File: src/rtl/hbc_pkg.sv
`timescale 1ns / 1ps
// shared types, constants and arithmetic helpers for the hill block cipher
// no dependencies; imported by the controller, datapath and top level
package hbc_pkg;

  localparam int MaxKeySize   = 4;
  localparam int LetterWidth  = 5;
  localparam int RowWidth     = MaxKeySize * LetterWidth;
  localparam int SizeWidth    = 3;
  localparam int IndexWidth   = 3;
  localparam int ColWidth     = $clog2(MaxKeySize);
  localparam int SumWidth     = 12;
  localparam int ReduceSteps  = 7;

  localparam logic [LetterWidth-1:0] Alphabet  = 5'd26;
  localparam logic [LetterWidth-1:0] PadLetter = 5'd23;
  localparam logic [SizeWidth-1:0]   KeySizeReset = 3'd2;

  // configuration register indexes
  localparam logic [IndexWidth-1:0] CFG_KEY_SIZE  = 3'd0;
  localparam logic [IndexWidth-1:0] CFG_KEY_ROW0  = 3'd1;
  localparam logic [IndexWidth-1:0] CFG_KEY_ROW1  = 3'd2;
  localparam logic [IndexWidth-1:0] CFG_KEY_ROW2  = 3'd3;
  localparam logic [IndexWidth-1:0] CFG_KEY_ROW3  = 3'd4;

  typedef enum logic [1:0] {
    ST_COLLECT,
    ST_SUM,
    ST_REDUCE,
    ST_SEND
  } hbc_state_t;

  // commands from controller to datapath
  typedef struct packed {
    logic store_letter;  // write accepted letter, bump fill count
    logic start_block;   // reset row counter at start of a block
    logic load_sum;      // register dot product of current row
    logic load_out;      // reduce sum into the output register
    logic next_row;      // advance to the next row
    logic finish_block;  // clear fill count after last row
  } hbc_cmd_t;

  // status from datapath to controller
  typedef struct packed {
    logic emit;      // accepted letter completes a block
    logic last_row;  // current row is the final one of the block
  } hbc_status_t;

  // reduce a 5-bit value modulo 26
  function automatic logic [LetterWidth-1:0] mod26_small(input logic [LetterWidth-1:0] x);
    logic [LetterWidth-1:0] r;
    r = (x >= Alphabet) ? (x - Alphabet) : x;
    return r;
  endfunction

  // reduce a dot-product sum modulo 26 by restoring subtraction
  function automatic logic [LetterWidth-1:0] mod26_wide(input logic [SumWidth-1:0] x);
    logic [SumWidth-1:0] r;
    logic [SumWidth-1:0] d;
    r = x;
    for (int k = ReduceSteps - 1; k >= 0; k--) begin
      d = SumWidth'(Alphabet) << k;
      if (r >= d) r = r - d;
    end
    return r[LetterWidth-1:0];
  endfunction

endpackage

File: src/rtl/hbc_ctrl.sv
`timescale 1ns / 1ps
// controller state machine for the hill block cipher
// depends on hbc_pkg for the state type and command/status structs
module hbc_ctrl (
  input  logic                clk,
  input  logic                rst,
  input  logic                item_valid,
  output logic                item_ready,
  output logic                result_valid,
  input  logic                result_ready,
  input  hbc_pkg::hbc_status_t status,
  output hbc_pkg::hbc_cmd_t    cmd
);
  import hbc_pkg::*;

  hbc_state_t state;
  hbc_state_t state_next;

  // state register
  always_ff @(posedge clk) begin
    if (rst) begin
      state <= ST_COLLECT;
    end else begin
      state <= state_next;
    end
  end

  // next state
  always_comb begin
    state_next = state;
    case (state)
      ST_COLLECT: begin
        if (item_valid && status.emit) state_next = ST_SUM;
      end
      ST_SUM:    state_next = ST_REDUCE;
      ST_REDUCE: state_next = ST_SEND;
      ST_SEND: begin
        if (result_ready) begin
          state_next = status.last_row ? ST_COLLECT : ST_SUM;
        end
      end
      default:   state_next = ST_COLLECT;
    endcase
  end

  // outputs and datapath commands
  always_comb begin
    item_ready   = 1'b0;
    result_valid = 1'b0;
    cmd          = '0;
    case (state)
      ST_COLLECT: begin
        item_ready       = 1'b1;
        cmd.store_letter = item_valid;
        cmd.start_block  = item_valid && status.emit;
      end
      ST_SUM:    cmd.load_sum = 1'b1;
      ST_REDUCE: cmd.load_out = 1'b1;
      ST_SEND: begin
        result_valid     = 1'b1;
        cmd.next_row     = result_ready && !status.last_row;
        cmd.finish_block = result_ready && status.last_row;
      end
      default: begin
        item_ready = 1'b0;
      end
    endcase
  end

endmodule

File: src/rtl/hbc_datapath.sv
`timescale 1ns / 1ps
// datapath: key registers, block store, row dot product and mod 26 reduction
// depends on hbc_pkg for constants, helper functions and command/status structs
module hbc_datapath (
  input  logic                                clk,
  input  logic                                rst,
  input  logic                                cfg_write,
  input  logic [hbc_pkg::IndexWidth-1:0]      cfg_index,
  input  logic [hbc_pkg::RowWidth-1:0]        cfg_data,
  input  logic [hbc_pkg::LetterWidth-1:0]     letter_in,
  input  logic                                message_end,
  input  hbc_pkg::hbc_cmd_t                   cmd,
  output hbc_pkg::hbc_status_t                status,
  output logic [hbc_pkg::LetterWidth-1:0]     letter_out,
  output logic                                block_end
);
  import hbc_pkg::*;

  logic [SizeWidth-1:0]   key_size;
  logic [RowWidth-1:0]    key_rows [MaxKeySize];
  logic [LetterWidth-1:0] block_store [MaxKeySize];
  logic [SizeWidth-1:0]   fill_count;
  logic [SizeWidth-1:0]   fill_next;
  logic [ColWidth-1:0]    row;
  logic [SumWidth-1:0]    sum;
  logic [SumWidth-1:0]    sum_next;
  logic [SizeWidth-1:0]   eff_size;

  // effective block length, clamped to one through the maximum
  always_comb begin
    if (key_size == '0) begin
      eff_size = SizeWidth'(1);
    end else if (key_size > SizeWidth'(MaxKeySize)) begin
      eff_size = SizeWidth'(MaxKeySize);
    end else begin
      eff_size = key_size;
    end
  end

  assign fill_next       = fill_count + SizeWidth'(1);
  assign status.emit     = (fill_next >= eff_size) || message_end;
  assign status.last_row = ((SizeWidth'(row) + SizeWidth'(1)) == eff_size);

  // configuration registers
  always_ff @(posedge clk) begin
    if (rst) begin
      key_size <= KeySizeReset;
      for (int i = 0; i < MaxKeySize; i++) key_rows[i] <= '0;
    end else if (cfg_write) begin
      case (cfg_index)
        CFG_KEY_SIZE: key_size    <= cfg_data[SizeWidth-1:0];
        CFG_KEY_ROW0: key_rows[0] <= cfg_data;
        CFG_KEY_ROW1: key_rows[1] <= cfg_data;
        CFG_KEY_ROW2: key_rows[2] <= cfg_data;
        CFG_KEY_ROW3: key_rows[3] <= cfg_data;
        default: ;
      endcase
    end
  end

  // block store, written at the fill position
  always_ff @(posedge clk) begin
    if (cmd.store_letter) begin
      block_store[fill_count[ColWidth-1:0]] <= mod26_small(letter_in);
    end
  end

  // fill count and row counter
  always_ff @(posedge clk) begin
    if (rst) begin
      fill_count <= '0;
      row        <= '0;
    end else begin
      if (cmd.store_letter) fill_count <= fill_next;
      if (cmd.finish_block) fill_count <= '0;
      if (cmd.start_block) begin
        row <= '0;
      end else if (cmd.next_row) begin
        row <= row + ColWidth'(1);
      end
    end
  end

  // dot product of the current key row with the block, pad past the fill
  always_comb begin
    logic [LetterWidth-1:0]   k;
    logic [LetterWidth-1:0]   b;
    logic [2*LetterWidth-1:0] p;
    sum_next = '0;
    for (int j = 0; j < MaxKeySize; j++) begin
      k = mod26_small(key_rows[row][j*LetterWidth +: LetterWidth]);
      b = (SizeWidth'(j) < fill_count) ? block_store[j] : PadLetter;
      p = (SizeWidth'(j) < eff_size) ? (k * b) : '0;
      sum_next = sum_next + SumWidth'(p);
    end
  end

  // sum register, then reduced result register
  always_ff @(posedge clk) begin
    if (cmd.load_sum) sum <= sum_next;
    if (cmd.load_out) begin
      letter_out <= mod26_wide(sum);
      block_end  <= status.last_row;
    end
  end

endmodule

File: src/rtl/hill_block_cipher_unit.sv
`timescale 1ns / 1ps
// top level of the hill block cipher: controller plus datapath
// depends on hbc_pkg, hbc_ctrl and hbc_datapath
//
// Usage:
//   Letters (0..25) enter on the item channel (item_valid/item_ready), with
//   message_end high on the last letter of a message. Letters are collected
//   into a block of key_size letters. When a block fills, or the message
//   ends (the rest padded with 'x'), the block is multiplied by the key
//   matrix mod 26 and key_size letters leave on the result channel
//   (result_valid/result_ready), block_end marking the last one.
//   A letter that does not complete a block is taken in the collect state. Each
//   row of a completed block is then processed in turn (row dot product,
//   mod 26 reduction, output transfer when the receiver is ready) by the
//   single shared dot-product unit.
//   item_ready is low while a block is being emitted; a stalled receiver
//   holds the current result and the block in place.
//   The cfg channel is always ready; write key_size (index 0) and the four
//   key rows (indexes 1..4) only while the block is idle.
//   Reset clears key_size to 2, the key rows to zero and the fill count.
module hill_block_cipher_unit (
  input  logic                            clk,
  input  logic                            rst,
  input  logic                            cfg_valid,
  output logic                            cfg_ready,
  input  logic [hbc_pkg::IndexWidth-1:0]  cfg_index,
  input  logic [hbc_pkg::RowWidth-1:0]    cfg_data,
  input  logic                            item_valid,
  output logic                            item_ready,
  input  logic [hbc_pkg::LetterWidth-1:0] letter_in,
  input  logic                            message_end,
  output logic                            result_valid,
  input  logic                            result_ready,
  output logic [hbc_pkg::LetterWidth-1:0] letter_out,
  output logic                            block_end
);
  import hbc_pkg::*;

  hbc_cmd_t    cmd;
  hbc_status_t status;

  assign cfg_ready = 1'b1;

  // sequencing
  hbc_ctrl u_ctrl (
    .clk          (clk),
    .rst          (rst),
    .item_valid   (item_valid),
    .item_ready   (item_ready),
    .result_valid (result_valid),
    .result_ready (result_ready),
    .status       (status),
    .cmd          (cmd)
  );

  // storage and arithmetic
  hbc_datapath u_datapath (
    .clk         (clk),
    .rst         (rst),
    .cfg_write   (cfg_valid && cfg_ready),
    .cfg_index   (cfg_index),
    .cfg_data    (cfg_data),
    .letter_in   (letter_in),
    .message_end (message_end),
    .cmd         (cmd),
    .status      (status),
    .letter_out  (letter_out),
    .block_end   (block_end)
  );

  // no letter is taken while a result is on offer
  assert property (@(posedge clk) disable iff (rst) result_valid |-> !item_ready)
    else $error("item accepted while result pending");

  // results are always reduced letters
  assert property (@(posedge clk) disable iff (rst) result_valid |-> (letter_out < Alphabet))
    else $error("result letter out of range");

  // end of a block returns to collecting
  assert property (@(posedge clk) disable iff (rst)
    (result_valid && result_ready && block_end) |=> item_ready)
    else $error("block end did not return to collecting");

  // a completing letter leads to a result after the sum and reduce states
  assert property (@(posedge clk) disable iff (rst)
    (item_valid && item_ready && status.emit) |-> ##3 result_valid)
    else $error("completed block produced no result");

endmodule

File: config.mk
export PLATFORM = sky130hd
export DESIGN_NAME = hill_block_cipher_unit
export DESIGN_NICKNAME = d
export VERILOG_FILES = /design/src/rtl/hbc_pkg.sv /design/src/rtl/hbc_ctrl.sv /design/src/rtl/hbc_datapath.sv /design/src/rtl/hill_block_cipher_unit.sv
export SDC_FILE = /design/constraint.sdc
export NUM_CORES = 1
export LEC_CHECK = 0
export BUFFER_PORTS_ARGS = -buffer_cell sky130_fd_sc_hd__buf_4
export CAP_MARGIN = 20
export CELL_PAD_IN_SITES_DETAIL_PLACEMENT = 1
export CELL_PAD_IN_SITES_GLOBAL_PLACEMENT = 1
export CORE_MARGIN = 3
export CORE_UTILIZATION = 54
export CTS_CLUSTER_SIZE = 24
export DETAILED_ROUTE_END_ITERATION = 16
export GPL_ROUTABILITY_DRIVEN = 0
export PLACE_DENSITY = 0.83
export SYNTH_ARGS = -nofsm -noshare
export SYNTH_HDL_FRONTEND = slang
export SYNTH_SLANG_ARGS = --single-unit
File: constraint.sdc
create_clock -name clk -period 20.3 [get_ports clk]
set_input_delay 0 -clock clk [delete_from_list [all_inputs] [get_ports clk]]
set_output_delay 0 -clock clk [all_outputs]
set_load 0.05 [all_outputs]
==> results.json, run 1 <==
{
  "fmax_mhz": 128,
  "synth_edf_count": 118,
  "timing.rr.end": "u_datapath.sum[11]$_DFFE_PN_",
  "io_pins": 43,
  "initial_core_util_pct": 55.4,
  "hold_violations": 0,
  "nFillCells": 2337,
  "worst_hold_startpoint": "letter_in[4]",
  "grt_pass1_vias": 10750,
  "min_period_over_period_pct": 38.4,
  "dieArea_um2": 23500,
  "final-max-slew-violation-count": 0,
  "viasPerCell": 6.50,
  "insertion_delay_ps": 450,
  "run_status": "completed",
  "htreeDepth": 4,
  "core_area_um2": 21200,
  "multiInputGateArea_um2": 7220,
  "drtPass1Iterations": 5,
  "slew_headroom_pct": 27.7,
  "dp_hpwl_um": 24500,
  "maxCapViolations": 0,
  "gr-total-overflow": 0,
  "final_nets": 1473,
  "grt_max_degree": 24,
  "cts.repair.resized": 0,
  "rsz0062_at_grt": "no",
  "postSynthAreaPerCell_um2": 9.64,
  "synthesis.nets": 1412,
  "rrSetupSlack_ps": 12510,
  "fin_setup_tns_ps": 0,
  "cts_setup_buffers": 0,
  "hold_path_depth": 2,
  "cts_buffers": 17,
  "ys_seq_elements": 130,
  "fin_hold_ws_ps": 62.9,
  "synthTopCellsByArea": "edfxtp_1, ha_1, fa_1",
  "synth_ff_type": "edfxtp_1",
  "netlist_top_cells_count": "inv_1, edfxtp_1, nor2_1, ha_1, and2_1",
  "r2r_cells": 30,
  "fin_crit_ps": 7790,
  "clockBufferDepth": 2,
  "slowest_stage": "mux4_2",
  "synth_cell_types": 87,
  "synth_cells": 1216,
  "critical_path_class": "reg2reg",
  "yosysWarnings": 0,
  "vias": 10175,
  "regArea_um2": 3780,
  "die_y_um": 153,
  "cp.arrival_ps": 8010,
  "slowest_delay_ps": 630,
  "grtUsageTotal_pct": 33.4,
  "hold_end": "u_datapath.block_store[2][4]$_DFFE_PP_",
  "rows": 53,
  "critPathMostFrequentCell": "inv_1",
  "hp-class": "in2reg",
  "synth_top_area_share_pct": 30.2,
  "syn_to_final_growth_pct": 12.4,
  "yosysMostFrequentCell": "inv_1",
  "cts_sinks": 130,
  "portBuffers": 41,
  "end_kind": "flip-flop",
  "crit_family": "adder cells",
  "required_ps": 20510,
  "ys_seq_area_share_pct": 32.3,
  "drc_errors": 0,
  "cts-root-buf": "clkbuf_16",
  "setup_violations": 0,
  "diodes": 0,
  "antenna_left": 0,
  "ctsHoldBuffers": 26,
  "grt_pass1_wl_um": 61700,
  "drive_gt1_share_pct": 11.3,
  "synth.largest_area_cell": "edfxtp_1",
  "path_clk_slew_ps": 80,
  "async_reset_ff_share_pct": 0,
  "start_kind": "flip-flop",
  "cts_tree": "done",
  "wl_per_cell_um": 25.8,
  "fin_skew_ps": 20.4,
  "drt_iter0_drc": 973,
  "wirelength_um": 40400,
  "die_w_um": 153,
  "tightestPinTransition_ps": 1080,
  "cp_max_fo": 21,
  "synthesis.area_um2": 11700,
  "antenna_found_initial": 0,
  "path_buf_inv": 6
}
per-stage QoR:
stage,utilization (%),worst slack [ps],cells,cell area (um2)
after floorplan,-,12540,1216,11700
after global placement,58.0,13010,1504,12300
after detailed placement,58.1,12770,1505,12300
after CTS,62.2,12560,1563,13200
after global routing,62.3,11900,1565,13200
final,62.3,12510,1565,13200
logic make-up (layout without fill, tap and decap cells):
kind of cell,count (synthesis),in the layout,share of synthesized area [%]
AO/OA/AOI/OAI,254,254,14.6
XOR/XNOR,53,53,3.96
adder cells (fa/ha/maj),163,163,20.5
buffers and inverters,184,258,6.23
flip-flops,130,130,32.3
multiplexers,30,30,4.65
other,1,1,0.0320
AND/OR/NAND/NOR,401,401,17.8
worst max-delay path by stage:
stage / startpoint / to / slack, ps / cells past startpoint
finish: flip-flop / u_datapath.sum[11]$_DFFE_PN_ / 12510 / 30
global route: flip-flop / u_datapath.sum[11]$_DFFE_PN_ / 11900 / 32
global placement: flip-flop / u_datapath.sum[11]$_DFFE_PN_ / 13010 / 32
floorplan: flip-flop / u_datapath.sum[11]$_DFFE_PN_ / 12540 / 33
detailed placement: flip-flop / u_datapath.sum[11]$_DFFE_PN_ / 12770 / 32
CTS: flip-flop / u_datapath.sum[11]$_DFFE_PN_ / 12560 / 32
registers in the layout, indices dropped and copies added (netlist names), named ones only:
signal / count
u_datapath.letter_out: 5
u_datapath.block_end: 1
u_datapath.sum: 12
u_datapath.block_store: 20
u_datapath.fill_count: 3
u_datapath.key_size: 3
u_datapath.row: 2
u_ctrl.state: 2
u_datapath.key_rows: 80
layout by cell type, fill, tap and decap left out, types with 4 or more instances in the layout:
cell,Yosys,routed
nor2b_1,21,21
mux4_2,19,19
dlygate4sd3_1,0,26
inv_1,148,148
o21a_1,12,12
a211oi_1,4,4
or2_2,14,14
and3_1,14,14
edfxtp_1,118,118
xor2_1,14,14
ha_1,114,114
inv_6,0,6
o31ai_1,6,6
o22ai_1,5,5
buf_4,1,49
o21ai_0,56,56
a21boi_0,4,4
fa_1,48,48
nand2b_1,20,20
nand4_1,8,8
nor2_1,117,117
nor3_1,26,26
clkbuf_16,0,17
and2_1,88,88
dfxtp_1,12,12
nand3_1,14,14
a21oi_1,64,64
a31oi_1,5,5
o211ai_1,10,10
o2111ai_1,5,5
a21o_1,15,15
a211o_1,4,4
xnor2_1,39,39
o21bai_1,21,18
o21ai_1,6,6
nand2_1,56,56
mux2i_1,7,7
worst register-to-register path: cells and delay by family (launching register included):
family,cells,cell delay (ps)
fa+ha+maj,8,3330
flops,1,330
simple gates,5,760
buf+inv,6,830
mux,1,640
xor+xnor,2,290
compound gates,8,1420
layout make-up:
cell class                 count  area share, %
multi-input combinational    902           54.8
sequential                   130           28.7
timing repair buffer          78           5.13
inverter                     148           4.22
clock buffer                  18           3.26
tap                          275           2.61
clock inverter                14           1.27
layer usage:
| metal | wire [um] | up-vias | track usage [%] |
|---|---|---|---|
| li1 | - | 4365 | - |
| met5 | 0 | - | 0 |
| met2 | 19500 | 618 | 57.1 |
| met4 | 2470 | 0 | 15.8 |
| met3 | 2950 | 188 | 5.69 |
| met1 | 15500 | 5004 | 41.4 |
Power of run 1 is left out: the tool's default activity adds up to more than one toggle a clock period on the data nets, which glitch-free logic cannot reach.
==> run 2, diff against run 1 <==
--- a/config.mk
+++ b/config.mk
@@ -10,11 +10,11 @@
 export CELL_PAD_IN_SITES_DETAIL_PLACEMENT = 1
 export CELL_PAD_IN_SITES_GLOBAL_PLACEMENT = 1
 export CORE_MARGIN = 3
-export CORE_UTILIZATION = 54
+export CORE_UTILIZATION = 50
 export CTS_CLUSTER_SIZE = 24
 export DETAILED_ROUTE_END_ITERATION = 16
 export GPL_ROUTABILITY_DRIVEN = 0
-export PLACE_DENSITY = 0.83
+export PLACE_DENSITY = 0.77
 export SYNTH_ARGS = -nofsm -noshare
 export SYNTH_HDL_FRONTEND = slang
 export SYNTH_SLANG_ARGS = --single-unit
==> constraint.sdc (replaced) <==
create_clock -name clk -period 8.1 [get_ports clk]
set_input_delay 0 -clock clk [delete_from_list [all_inputs] [get_ports clk]]
set_output_delay 0 -clock clk [all_outputs]
set_load 0.05 [all_outputs]
==> run 2 against run 1 <==
Against the previous run: clock skew fell by 3.0 ps; routed wire length decreased by 20%; critical endpoint unchanged; sequential cell count is the same; global-route usage is 7.5 points lower; register-to-register slack got worse by 12000 ps; sequential share of layout area shrank 0.069 points; cell count up 2.4%; clock-buffer cell count down 1.
==> results.json, run 2 (synthesis gave the netlist of run 1 again) <==
{
  "final-max-slew-violation-count": 0,
  "clockBufferDepth": 2,
  "syn_to_final_growth_pct": 12.7,
  "required_ps": 8300,
  "vias": 9284,
  "fmax_mhz": 133,
  "final_nets": 1473,
  "core_area_um2": 22800,
  "grt_max_degree": 24,
  "diodes": 0,
  "cts_buffers": 17,
  "cts_setup_buffers": 0,
  "path_clk_slew_ps": 70,
  "cp.arrival_ps": 7690,
  "hold_violations": 0,
  "drt_iter0_drc": 783,
  "fin_skew_ps": 17.4,
  "portBuffers": 41,
  "rows": 55,
  "dieArea_um2": 25300,
  "slew_headroom_pct": 40.9,
  "min_period_over_period_pct": 92.6,
  "hp-class": "in2reg",
  "gr-total-overflow": 0,
  "initial_core_util_pct": 51.3,
  "final_common_cell": "inv_1",
  "die_w_um": 159,
  "grtUsageTotal_pct": 25.9,
  "die_y_um": 159,
  "slowest_delay_ps": 760,
  "viasPerCell": 5.79,
  "drc_errors": 0,
  "r2r_cells": 31,
  "max_flop_register": "u_datapath.key_rows",
  "setup_violations": 0,
  "critPathMostFrequentCell": "nor2_1",
  "nFillCells": 2568,
  "end_kind": "flip-flop",
  "slowest_stage": "dfxtp_1",
  "cts-root-buf": "clkbuf_16",
  "largest_reg_flops": 80,
  "grt_pass1_wl_um": 53000,
  "htreeDepth": 4,
  "antenna_left": 0,
  "tightestPinTransition_ps": 886,
  "start_kind": "flip-flop",
  "critical_path_class": "reg2reg",
  "wl_per_cell_um": 20.1,
  "grt_pass1_vias": 9807,
  "io_pins": 43,
  "drive_gt1_share_pct": 11.6,
  "wirelength_um": 32200,
  "maxCapViolations": 0,
  "drtPass1Iterations": 5,
  "insertion_delay_ps": 430,
  "worst_hold_startpoint": "letter_in[1]",
  "rrSetupSlack_ps": 600,
  "hold_end": "u_datapath.block_store[0][1]$_DFFE_PP_",
  "rsz0062_at_grt": "no",
  "timing.rr.end": "u_datapath.sum[11]$_DFFE_PN_",
  "fin_crit_ps": 7500,
  "cp_max_fo": 14,
  "final_cell_mix": "inv_1, edfxtp_1, nor2_1",
  "dp_hpwl_um": 23400,
  "hold_path_depth": 2,
  "fin_setup_tns_ps": 0,
  "cts_sinks": 130,
  "run_status": "completed",
  "cts_tree": "done",
  "antenna_found_initial": 0
}
[run 2: changes by cell type in the layout (fill, tap and decap cells not counted), sizes merged]
cell and delta:
clkinv +1, bufinv -1, buf +1, dlygate4sd3 -1, clkbuf -1, inv +1
[run 2: stage by stage]
| stage | area, um2 | worst slack [ps] | utilization, % | hold slack (ps) | cells |
|---|---|---|---|---|---|
| after detailed placement | 12400 | 504 | 54.1 | 255 | 1545 |
| after global placement | 12300 | 687 | 53.9 | 251 | 1543 |
| after CTS | 13200 | 432 | 57.7 | 55.3 | 1602 |
| final | 13200 | 603 | 57.8 | 65.2 | 1603 |
| after floorplan | 11700 | 335 | - | 98.9 | 1216 |
| after global routing | 13200 | 84.4 | 57.8 | 64.6 | 1603 |
[run 2: what timing repair did]
item	in CTS	in global routing
setup endpoints to repair	0	3
hold buffers	25	0
gates resized for setup	0	1
hold endpoints to repair	90	0
[run 2: worst max-delay path by stage]
stage / slack [ps] / depth (start not counted) / endpoint
after floorplan: 340 / 33 / u_datapath.sum[11]$_DFFE_PN_
after global placement: 690 / 24 / u_datapath.sum[11]$_DFFE_PN_
after detailed placement: 500 / 24 / u_datapath.sum[11]$_DFFE_PN_
after CTS: 430 / 29 / u_datapath.sum[9]$_DFFE_PN_
after global routing: 80 / 29 / u_datapath.sum[9]$_DFFE_PN_
final: 600 / 31 / u_datapath.sum[11]$_DFFE_PN_
[run 2: final cells by class]
cell class                 instances  area (um2)  area share, %
multi-input combinational        902        7220           54.6
sequential                       130        3780           28.7
timing repair buffer              78         671           5.08
inverter                         148         556           4.21
clock buffer                      17         425           3.22
tap                              313         392           2.96
clock inverter                    15         164           1.24
[run 2: critical path: cells and delay by family, from the launching register on]
| kind | cells | cell delay [ps] |
|---|---|---|
| compound gates | 6 | 910 |
| xor+xnor | 2 | 350 |
| fa+ha+maj | 8 | 3380 |
| buf+inv | 4 | 330 |
| flops | 1 | 760 |
| mux | 1 | 430 |
| simple gates | 10 | 1090 |
[run 2: routing by layer]
metal | wire (um) | part of all wire [%] | track usage, %
met2 | 15800 | 49 | 44.6
met5 | 0 | 0 | 0
met3 | 1310 | 4.1 | 3.88
met4 | 444 | 1.4 | 5.37
met1 | 14700 | 46 | 35.0
Power of run 2 is left out for the same reason.
